--- src/hw/rtl/shfs_pkg.sv ---
// Shared types, constants and helper functions for the stereo smoothing filter stack.
package shfs_pkg;

    localparam int SAMPLE_W    = 24;
    localparam int WORD_W      = 32;
    localparam int FRAC_BITS   = 8;
    localparam int GAIN_BITS   = 14;
    localparam int SHIFT_W     = 5;
    localparam int STAGES_W    = 4;
    localparam int WET_W       = 16;
    localparam int DRY_W       = 15;
    localparam int CFG_IDX_W   = 2;
    localparam int CFG_DATA_W  = 16;
    localparam int PROD_W      = 48;
    localparam int ACC_W       = PROD_W + 1;
    localparam int MIX_W       = ACC_W - GAIN_BITS - FRAC_BITS;

    localparam logic [SHIFT_W-1:0]  SHIFT_LIMIT     = 5'd16;
    localparam logic [SHIFT_W-1:0]  FREQ_SHIFT_RST  = 5'd10;
    localparam logic [STAGES_W-1:0] ACT_STAGES_RST  = 4'd8;
    localparam logic [WET_W-1:0]    WET_GAIN_RST    = 16'd16384;
    localparam logic [DRY_W-1:0]    DRY_GAIN_RST    = 15'd0;

    typedef logic signed [SAMPLE_W-1:0] sample_t;
    typedef logic signed [WORD_W-1:0]   word_t;

    typedef enum logic [CFG_IDX_W-1:0] {
        REG_FREQ_SHIFT    = 2'd0,
        REG_ACTIVE_STAGES = 2'd1,
        REG_WET_GAIN      = 2'd2,
        REG_DRY_GAIN      = 2'd3
    } cfg_reg_t;

    typedef enum logic [3:0] {
        ST_IDLE,
        ST_RD_LVL,
        ST_RD_SLW,
        ST_SUM,
        ST_WR_SLW,
        ST_WR_LVL,
        ST_MUL_WET,
        ST_MUL_DRY,
        ST_MIX
    } seq_state_t;

    function automatic word_t sat_word(input logic signed [WORD_W+2:0] v);
        logic signed [WORD_W+2:0] hi;
        logic signed [WORD_W+2:0] lo;
        hi = (WORD_W+3)'(signed'({1'b0, {(WORD_W-1){1'b1}}}));
        lo = (WORD_W+3)'(signed'({1'b1, {(WORD_W-1){1'b0}}}));
        if (v > hi)
            return hi[WORD_W-1:0];
        else if (v < lo)
            return lo[WORD_W-1:0];
        return v[WORD_W-1:0];
    endfunction

    function automatic sample_t sat_sample(input logic signed [MIX_W-1:0] v);
        logic signed [MIX_W-1:0] hi;
        logic signed [MIX_W-1:0] lo;
        hi = MIX_W'(signed'({1'b0, {(SAMPLE_W-1){1'b1}}}));
        lo = MIX_W'(signed'({1'b1, {(SAMPLE_W-1){1'b0}}}));
        if (v > hi)
            return hi[SAMPLE_W-1:0];
        else if (v < lo)
            return lo[SAMPLE_W-1:0];
        return v[SAMPLE_W-1:0];
    endfunction

endpackage

--- src/hw/rtl/shfs_if.sv ---
// Valid/ready channel interfaces for input frames and mixed output frames.
interface shfs_in_if
    import shfs_pkg::*;
();
    logic    valid;
    logic    ready;
    sample_t left_sample;
    sample_t right_sample;
    logic    block_end;

    modport source (output valid, output left_sample, output right_sample,
                    output block_end, input ready);
    modport sink   (input valid, input left_sample, input right_sample,
                    input block_end, output ready);
endinterface

interface shfs_out_if
    import shfs_pkg::*;
();
    logic    valid;
    logic    ready;
    sample_t left_out;
    sample_t right_out;
    logic    block_end_out;

    modport source (output valid, output left_out, output right_out,
                    output block_end_out, input ready);
    modport sink   (input valid, input left_out, input right_out,
                    input block_end_out, output ready);
endinterface

--- src/hw/rtl/shfs_stage_mem.sv ---
// Stage state memory: one write port, one registered read port, per-word valid bits.
module shfs_stage_mem
    import shfs_pkg::*;
#(
    parameter int DEPTH = 32,
    parameter int AW    = 5
) (
    input  logic          clk,
    input  logic          rst_n,
    input  logic          wr_en,
    input  logic [AW-1:0] wr_addr,
    input  word_t         wr_data,
    input  logic [AW-1:0] rd_addr,
    output word_t         rd_data
);

    word_t            mem_reg [DEPTH];
    logic [DEPTH-1:0] valid_reg;
    word_t            rd_data_reg;

    always_ff @(posedge clk or negedge rst_n)
    begin
        if (!rst_n)
        begin
            valid_reg <= '0;
        end
        else if (wr_en)
        begin
            valid_reg[wr_addr] <= 1'b1;
        end
    end

    always_ff @(posedge clk)
    begin
        if (wr_en)
        begin
            mem_reg[wr_addr] <= wr_data;
        end
        rd_data_reg <= valid_reg[rd_addr] ? mem_reg[rd_addr] : '0;
    end

    assign rd_data = rd_data_reg;

endmodule

--- src/hw/rtl/stereo_holt_filter_stack.sv ---
// Stereo cascade of shift-coefficient Holt smoothing stages with wet/dry mix.
// One frame at a time: input ready stays low until the mixed result is registered, and a
// stalled output holds the mix state. Each stage of each channel reads level and slope,
// sums, then writes slope and level on the single stage memory; the mix uses one multiplier.
// Reset: asynchronous, active low; configuration registers take their defaults, stage
// state reads zero through per-word valid bits, so no clearing pass is needed.
module stereo_holt_filter_stack
    import shfs_pkg::*;
#(
    parameter int MAX_STAGES = 8
) (
    input  logic                  clk,
    input  logic                  rst_n,
    input  logic                  cfg_we,
    input  logic [CFG_IDX_W-1:0]  cfg_index,
    input  logic [CFG_DATA_W-1:0] cfg_data,
    shfs_in_if.sink               in_ch,
    shfs_out_if.source            out_ch
);

    localparam int SW    = (MAX_STAGES > 1) ? $clog2(MAX_STAGES) : 1;
    localparam int NW    = $clog2(MAX_STAGES + 1);
    localparam int CW    = (NW > STAGES_W) ? NW : STAGES_W;
    localparam int AW    = SW + 2;
    localparam int DEPTH = 4 * MAX_STAGES;

    logic [SHIFT_W-1:0]       freq_shift_reg;
    logic [STAGES_W-1:0]      active_stages_reg;
    logic signed [WET_W-1:0]  wet_gain_reg;
    logic [DRY_W-1:0]         dry_gain_reg;

    seq_state_t state_reg, state_next;

    logic [SHIFT_W-1:0]       sh_reg;
    logic [NW-1:0]            n_reg;
    logic [SW-1:0]            stage_reg;
    logic                     ch_reg;
    word_t                    raw_l_reg, raw_r_reg;
    word_t                    y_reg, lvl_reg;
    word_t                    filt_l_reg, filt_r_reg;
    logic signed [WORD_W:0]   sum_reg;
    logic signed [WORD_W+1:0] diff_reg;
    logic signed [WORD_W+1:0] part_reg;
    logic signed [PROD_W-1:0] prod_a_reg, prod_b_reg;
    sample_t                  hold_l_reg;
    logic                     be_reg;
    logic                     out_valid_reg;
    sample_t                  out_l_reg, out_r_reg;
    logic                     out_be_reg;

    logic                     accept;
    logic [SHIFT_W-1:0]       sh_clamp;
    logic [CW-1:0]            act_ext;
    logic [NW-1:0]            n_clamp;
    logic                     last_stage;
    logic                     out_free;
    word_t                    rd_data;
    logic [AW-1:0]            rd_addr;
    logic                     wr_en;
    logic [AW-1:0]            wr_addr;
    word_t                    wr_data;
    logic signed [WET_W-1:0]  mul_a;
    word_t                    mul_b;
    logic signed [PROD_W-1:0] mul_p;
    logic signed [WORD_W:0]   sum_calc;
    logic signed [WORD_W+1:0] diff_calc;
    logic signed [WORD_W+1:0] part_calc;
    word_t                    slw_new;
    word_t                    lvl_new;
    logic signed [ACC_W-1:0]  acc;
    sample_t                  mix_out;
    word_t                    in_raw_l, in_raw_r;

    assign accept   = in_ch.valid && in_ch.ready;
    assign out_free = !out_valid_reg || out_ch.ready;

    assign sh_clamp = (freq_shift_reg > SHIFT_LIMIT) ? SHIFT_LIMIT : freq_shift_reg;
    assign act_ext  = CW'(active_stages_reg);
    assign n_clamp  = (act_ext > CW'(MAX_STAGES)) ? NW'(MAX_STAGES) : NW'(act_ext);
    assign last_stage = (NW'(stage_reg) == n_reg - NW'(1));

    assign in_raw_l = word_t'(in_ch.left_sample) <<< FRAC_BITS;
    assign in_raw_r = word_t'(in_ch.right_sample) <<< FRAC_BITS;

    always_ff @(posedge clk or negedge rst_n)
    begin
        if (!rst_n)
        begin
            freq_shift_reg    <= FREQ_SHIFT_RST;
            active_stages_reg <= ACT_STAGES_RST;
            wet_gain_reg      <= WET_GAIN_RST;
            dry_gain_reg      <= DRY_GAIN_RST;
        end
        else if (cfg_we)
        begin
            case (cfg_reg_t'(cfg_index))
                REG_FREQ_SHIFT:    freq_shift_reg    <= cfg_data[SHIFT_W-1:0];
                REG_ACTIVE_STAGES: active_stages_reg <= cfg_data[STAGES_W-1:0];
                REG_WET_GAIN:      wet_gain_reg      <= cfg_data[WET_W-1:0];
                REG_DRY_GAIN:      dry_gain_reg      <= cfg_data[DRY_W-1:0];
                default:           ;
            endcase
        end
    end

    always_comb
    begin
        state_next = state_reg;
        case (state_reg)
            ST_IDLE:
            begin
                if (accept)
                    state_next = (n_clamp == '0) ? ST_MUL_WET : ST_RD_LVL;
            end
            ST_RD_LVL:  state_next = ST_RD_SLW;
            ST_RD_SLW:  state_next = ST_SUM;
            ST_SUM:     state_next = ST_WR_SLW;
            ST_WR_SLW:  state_next = ST_WR_LVL;
            ST_WR_LVL:  state_next = (last_stage && ch_reg) ? ST_MUL_WET : ST_RD_LVL;
            ST_MUL_WET: state_next = ST_MUL_DRY;
            ST_MUL_DRY: state_next = ST_MIX;
            ST_MIX:
            begin
                if (!ch_reg)
                    state_next = ST_MUL_WET;
                else if (out_free)
                    state_next = ST_IDLE;
            end
            default:    state_next = ST_IDLE;
        endcase
    end

    always_comb
    begin
        rd_addr = {stage_reg, ch_reg, 1'b0};
        wr_en   = 1'b0;
        wr_addr = {stage_reg, ch_reg, 1'b0};
        wr_data = lvl_new;
        mul_a   = wet_gain_reg;
        mul_b   = ch_reg ? filt_r_reg : filt_l_reg;
        case (state_reg)
            ST_RD_SLW:
            begin
                rd_addr = {stage_reg, ch_reg, 1'b1};
            end
            ST_WR_SLW:
            begin
                wr_en   = 1'b1;
                wr_addr = {stage_reg, ch_reg, 1'b1};
                wr_data = slw_new;
            end
            ST_WR_LVL:
            begin
                wr_en = 1'b1;
            end
            ST_MUL_DRY:
            begin
                mul_a = signed'({1'b0, dry_gain_reg});
                mul_b = ch_reg ? raw_r_reg : raw_l_reg;
            end
            default: ;
        endcase
    end

    assign sum_calc  = (WORD_W+1)'(lvl_reg) + (WORD_W+1)'(rd_data);
    assign diff_calc = (WORD_W+2)'(y_reg) - (WORD_W+2)'(lvl_reg) + (WORD_W+2)'(rd_data);
    assign part_calc = (WORD_W+2)'(sum_reg) - (WORD_W+2)'(sum_reg >>> sh_reg);
    assign slw_new   = sat_word((WORD_W+3)'(diff_reg >>> ({1'b0, sh_reg} + 6'd1)));
    assign lvl_new   = sat_word((WORD_W+3)'(y_reg >>> sh_reg) + (WORD_W+3)'(part_reg));
    assign mul_p     = mul_a * mul_b;
    assign acc       = ACC_W'(prod_a_reg) + ACC_W'(prod_b_reg);
    assign mix_out   = sat_sample(MIX_W'(acc >>> (GAIN_BITS + FRAC_BITS)));

    always_ff @(posedge clk or negedge rst_n)
    begin
        if (!rst_n)
        begin
            state_reg     <= ST_IDLE;
            out_valid_reg <= 1'b0;
            ch_reg        <= 1'b0;
            stage_reg     <= '0;
        end
        else
        begin
            state_reg <= state_next;
            if (state_reg == ST_MIX && ch_reg && out_free)
                out_valid_reg <= 1'b1;
            else if (out_ch.ready)
                out_valid_reg <= 1'b0;
            case (state_reg)
                ST_IDLE:
                begin
                    ch_reg    <= 1'b0;
                    stage_reg <= '0;
                end
                ST_WR_LVL:
                begin
                    if (last_stage)
                    begin
                        stage_reg <= '0;
                        ch_reg    <= !ch_reg;
                    end
                    else
                    begin
                        stage_reg <= stage_reg + SW'(1);
                    end
                end
                ST_MIX:
                begin
                    if (!ch_reg)
                        ch_reg <= 1'b1;
                end
                default: ;
            endcase
        end
    end

    always_ff @(posedge clk)
    begin
        case (state_reg)
            ST_IDLE:
            begin
                if (accept)
                begin
                    raw_l_reg  <= in_raw_l;
                    raw_r_reg  <= in_raw_r;
                    y_reg      <= in_raw_l;
                    filt_l_reg <= in_raw_l;
                    filt_r_reg <= in_raw_r;
                    be_reg     <= in_ch.block_end;
                    sh_reg     <= sh_clamp;
                    n_reg      <= n_clamp;
                end
            end
            ST_RD_SLW:  lvl_reg <= rd_data;
            ST_SUM:
            begin
                sum_reg  <= sum_calc;
                diff_reg <= diff_calc;
            end
            ST_WR_SLW:  part_reg <= part_calc;
            ST_WR_LVL:
            begin
                if (last_stage && !ch_reg)
                begin
                    filt_l_reg <= lvl_new;
                    y_reg      <= raw_r_reg;
                end
                else
                begin
                    y_reg <= lvl_new;
                    if (last_stage)
                        filt_r_reg <= lvl_new;
                end
            end
            ST_MUL_WET: prod_a_reg <= mul_p;
            ST_MUL_DRY: prod_b_reg <= mul_p;
            ST_MIX:
            begin
                if (!ch_reg)
                begin
                    hold_l_reg <= mix_out;
                end
                else if (out_free)
                begin
                    out_l_reg  <= hold_l_reg;
                    out_r_reg  <= mix_out;
                    out_be_reg <= be_reg;
                end
            end
            default: ;
        endcase
    end

    shfs_stage_mem #(
        .DEPTH (DEPTH),
        .AW    (AW)
    ) u_mem (
        .clk     (clk),
        .rst_n   (rst_n),
        .wr_en   (wr_en),
        .wr_addr (wr_addr),
        .wr_data (wr_data),
        .rd_addr (rd_addr),
        .rd_data (rd_data)
    );

    assign in_ch.ready          = (state_reg == ST_IDLE);
    assign out_ch.valid         = out_valid_reg;
    assign out_ch.left_out      = out_l_reg;
    assign out_ch.right_out     = out_r_reg;
    assign out_ch.block_end_out = out_be_reg;

endmodule

--- src/flat_wrapper.sv ---
// flat-port wrapper written by rule: the top's interface ports become plain ports
module stereo_holt_filter_stack_flat import shfs_pkg::*;
#(
    parameter int MAX_STAGES = 8
)
  (clk, rst_n, cfg_we, cfg_index, cfg_data, in_ch_valid, in_ch_left_sample, in_ch_right_sample, in_ch_block_end, in_ch_ready, out_ch_valid, out_ch_left_out, out_ch_right_out, out_ch_block_end_out, out_ch_ready);
  shfs_in_if in_ch_i ();
  shfs_out_if out_ch_i ();
  input  logic clk;
  input  logic rst_n;
  input  logic cfg_we;
  input  logic [CFG_IDX_W-1:0] cfg_index;
  input  logic [CFG_DATA_W-1:0] cfg_data;
  input wire logic [$bits(in_ch_i.valid)-1:0] in_ch_valid;
  input wire logic [$bits(in_ch_i.left_sample)-1:0] in_ch_left_sample;
  input wire logic [$bits(in_ch_i.right_sample)-1:0] in_ch_right_sample;
  input wire logic [$bits(in_ch_i.block_end)-1:0] in_ch_block_end;
  output wire logic [$bits(in_ch_i.ready)-1:0] in_ch_ready;
  output wire logic [$bits(out_ch_i.valid)-1:0] out_ch_valid;
  output wire logic [$bits(out_ch_i.left_out)-1:0] out_ch_left_out;
  output wire logic [$bits(out_ch_i.right_out)-1:0] out_ch_right_out;
  output wire logic [$bits(out_ch_i.block_end_out)-1:0] out_ch_block_end_out;
  input wire logic [$bits(out_ch_i.ready)-1:0] out_ch_ready;
  assign in_ch_i.valid = in_ch_valid;
  assign in_ch_i.left_sample = in_ch_left_sample;
  assign in_ch_i.right_sample = in_ch_right_sample;
  assign in_ch_i.block_end = in_ch_block_end;
  assign in_ch_ready = in_ch_i.ready;
  assign out_ch_valid = out_ch_i.valid;
  assign out_ch_left_out = out_ch_i.left_out;
  assign out_ch_right_out = out_ch_i.right_out;
  assign out_ch_block_end_out = out_ch_i.block_end_out;
  assign out_ch_i.ready = out_ch_ready;
  stereo_holt_filter_stack #(.MAX_STAGES(MAX_STAGES)) u_core (.clk(clk), .rst_n(rst_n), .cfg_we(cfg_we), .cfg_index(cfg_index), .cfg_data(cfg_data), .in_ch(in_ch_i), .out_ch(out_ch_i));
endmodule
--- config.mk ---
export PLATFORM = sky130hd
export DESIGN_NAME = stereo_holt_filter_stack_flat
export DESIGN_NICKNAME = d
export VERILOG_FILES = /design/src/hw/rtl/shfs_pkg.sv /design/src/hw/rtl/shfs_if.sv /design/src/hw/rtl/shfs_stage_mem.sv /design/src/hw/rtl/stereo_holt_filter_stack.sv /design/src/flat_wrapper.sv
export SDC_FILE = /design/constraint.sdc
export NUM_CORES = 2
export LEC_CHECK = 0
export BUFFER_PORTS_ARGS = -buffer_cell sky130_fd_sc_hd__buf_2
export CORE_MARGIN = 3
export CORE_UTILIZATION = 40
export CTS_CLUSTER_DIAMETER = 30
export DETAILED_ROUTE_END_ITERATION = 10
export GPL_ROUTABILITY_DRIVEN = 0
export HOLD_SLACK_MARGIN = 0.12
export PLACE_DENSITY = 0.55
export SYNTH_ARGS = -nofsm -noshare
export SYNTH_HDL_FRONTEND = slang
export SYNTH_HIERARCHICAL = 1
export SYNTH_SLANG_ARGS = --single-unit
export TNS_END_PERCENT = 5
--- constraint.sdc ---
create_clock -name clk -period 24.1 [get_ports clk]
set_input_delay 1.205 -clock clk [delete_from_list [all_inputs] [get_ports clk]]
set_output_delay 1.205 -clock clk [all_outputs]
set_load 0.1 [all_outputs]
==> results.json <==
{
  "grt.total_usage": 0.236,
  "arrival_ns": 10.42,
  "ys_seq_area_frac": 0.507,
  "rows": 176,
  "syn-cell-area_um2": 93000,
  "final_max_slew_viol_count": 0,
  "clock_sinks": 1593,
  "fmax_mhz": 102,
  "synth.distinct_cells": 100,
  "clk_path_buf_depth": 4,
  "numCtsBuffers": 349,
  "route.vias.total": 62800,
  "setup_tns_ns": 0,
  "die_y_um": 488,
  "end_kind": "flop",
  "outcome": "finished, final reports clean",
  "largest_reg_flops": 1024,
  "io_buffers": 122,
  "nets": 8615,
  "detail-route-antenna-nets": 0,
  "cts_resized": 0,
  "hold_buffers": 0,
  "die_x_um": 488,
  "hold_path_class": "in -> async",
  "grt_pass1_vias": 63900,
  "drive_gt1_frac": 0.155,
  "initial_core_util": 0.403,
  "synth_nets": 8382,
  "crit_type": "reg -> reg",
  "synth.most_common_cell": "edfxtp_1",
  "htreeDepth": 5,
  "detail_route.wl_per_cell_um": 25.5,
  "grt_overflow_total": 0,
  "synth_top_area_share": 0.478,
  "slew_headroom": 0.144,
  "rsz0062_at_grt": "no",
  "synth_area_leader_cell": "edfxtp_1",
  "drv_cap": 0,
  "antenna_found_initial": 29,
  "synth_area_leaders": "edfxtp_1 48%, fa_1 11%, mux4_2 4.7%",
  "tightest_slew_ns": 1.28,
  "syn_area_per_cell_um2": 12.4,
  "synthToLayoutAreaGrowth_pct": 17.0,
  "grt_pass1_wl_um": 419000,
  "grt_start_max_net_pins": 106,
  "via_per_inst": 5.70,
  "start_kind": "flop",
  "synth-async-reset-ratio": 0.0508,
  "drc": 0,
  "fin_crit_sh": 0.408,
  "synth_warnings": 6,
  "synth_commonest_cells": "1480 x edfxtp_1, 757 x nand2_1, 741 x inv_1, 521 x fa_1, 449 x nor2_1",
  "cts_tree": "done",
  "fin_worst_skew_ns": 0.116,
  "critical_path.max_fanout": 74,
  "setup_viol": 0,
  "drt_iter0_markers": 6096,
  "num_io_pins": 123,
  "root_buffer": "clkbuf_16",
  "netlist_instances": 7493,
  "synth_enable_flop_cells": 1480,
  "dp_hpwl_um": 190000,
  "dr.pass1.iters": 7,
  "routed_wl_um": 281000,
  "die-area_um2": 238000,
  "synth_ff_type": "edfxtp_1",
  "core_um2": 231000,
  "postCtsSetupRepairBufs": 0,
  "period_minus_slack_ns": 9.82,
  "cp.required_ns": 24.70,
  "synth-seq-cells": 1593,
  "clk_latency_ns": 0.95,
  "path_clk_slew_ns": 0.05,
  "hold_viol": 0
}
## critical path, cell delays in order, from the launching register on
cell and delay [ns]:
dfrtp_1 0.49, nor2b_1 0.30, nand3_4 0.23, inv_4 0.39, buf_4 0.80, nand2_1 0.17, nand2_1 0.79, nand2_1 0.17
fa_1 0.53, fa_1 0.53, fa_1 0.52, inv_1 0.05, fa_1 0.49, fa_1 0.54, inv_1 0.06, fa_1 0.48
inv_1 0.04, ha_1 0.33, a21o_1 0.18, a21o_1 0.19, a31oi_1 0.27, o21a_1 0.15, o21ai_0 0.19, a221oi_1 0.65
o2111ai_1 0.27, a31o_2 0.29, a21oi_1 0.18, xnor2_1 0.11
## final timing paths
path	startpoint	to	slack, ns	depth (start not counted)
hold / removal	rst_n	u_core/freq_shift_reg[2]	0.27	1
setup / recovery	u_core/state_reg[3]	u_core/prod_b_reg[40]	14.28	27
hold reg to reg	u_core/hold_l_reg[0]	u_core/out_ch.left_out[0]	0.41	0
min in group clk	u_core/hold_l_reg[0]	u_core/out_ch.left_out[0]	0.41	0
setup reg to reg	u_core/state_reg[3]	u_core/prod_b_reg[40]	14.28	27
max in group asynchronous	rst_n	u_core/u_mem/valid_reg[8]	22.65	2
## stage by stage
step	std cells	hold slack (ns)	util	setup slack (ns)	area [µm²]
after CTS	11000	0.237	0.472	14.30	109000
after floorplan	7493	0.400	-	15.36	93000
after detailed placement	10400	0.405	0.422	14.38	97200
final	11000	0.266	0.472	14.28	109000
after global placement	10400	0.403	0.422	14.60	97200
after global routing	11000	0.269	0.472	13.68	109000
## kinds of logic after synthesis
logic type      after synthesis  synth area share
xor+xnor                    190            0.0179
fa+ha+maj                   817             0.152
mux                         598            0.0914
compound gates             1365            0.0954
buf+inv                    1121            0.0495
simple gates               1809            0.0874
flops                      1593             0.507
## per-layer routing
metal  vias up  track usage  part of all wire
met5         -            0          0.000046
met3       539       0.0365             0.068
met1     32300        0.322              0.42
met2      2447        0.384              0.48
met4         2       0.0800             0.032
li1      27500            -                 -
## layout make-up
cell class              instances  area (µm²)
flip-flops and latches       1593       47100
clock inverters               229        2600
clock buffers                 389        9000
multi-input cells            4779       41800
fillers                     20400      122000
diodes                         12        30.0
inverters                     744        2800
well taps                    3026        3790
repair buffers                259        1680
## cell usage in the layout, fill, tap and decap left out, drive strengths merged, types with 137 or more instances in the layout
cell / Yosys / routed
nand2: 757 / 757
clkbuf: 249 / 389
xnor2: 138 / 138
mux4: 195 / 195
fa: 521 / 521
edfxtp: 1480 / 1480
ha: 296 / 296
mux2i: 343 / 343
nor2: 450 / 450
nand3: 137 / 137
inv: 742 / 757
o21ai: 326 / 326
buf: 128 / 259
a21oi: 391 / 391
Power is left out: the tool's default activity adds up to more than one toggle a clock period on the data nets, which glitch-free logic cannot reach.
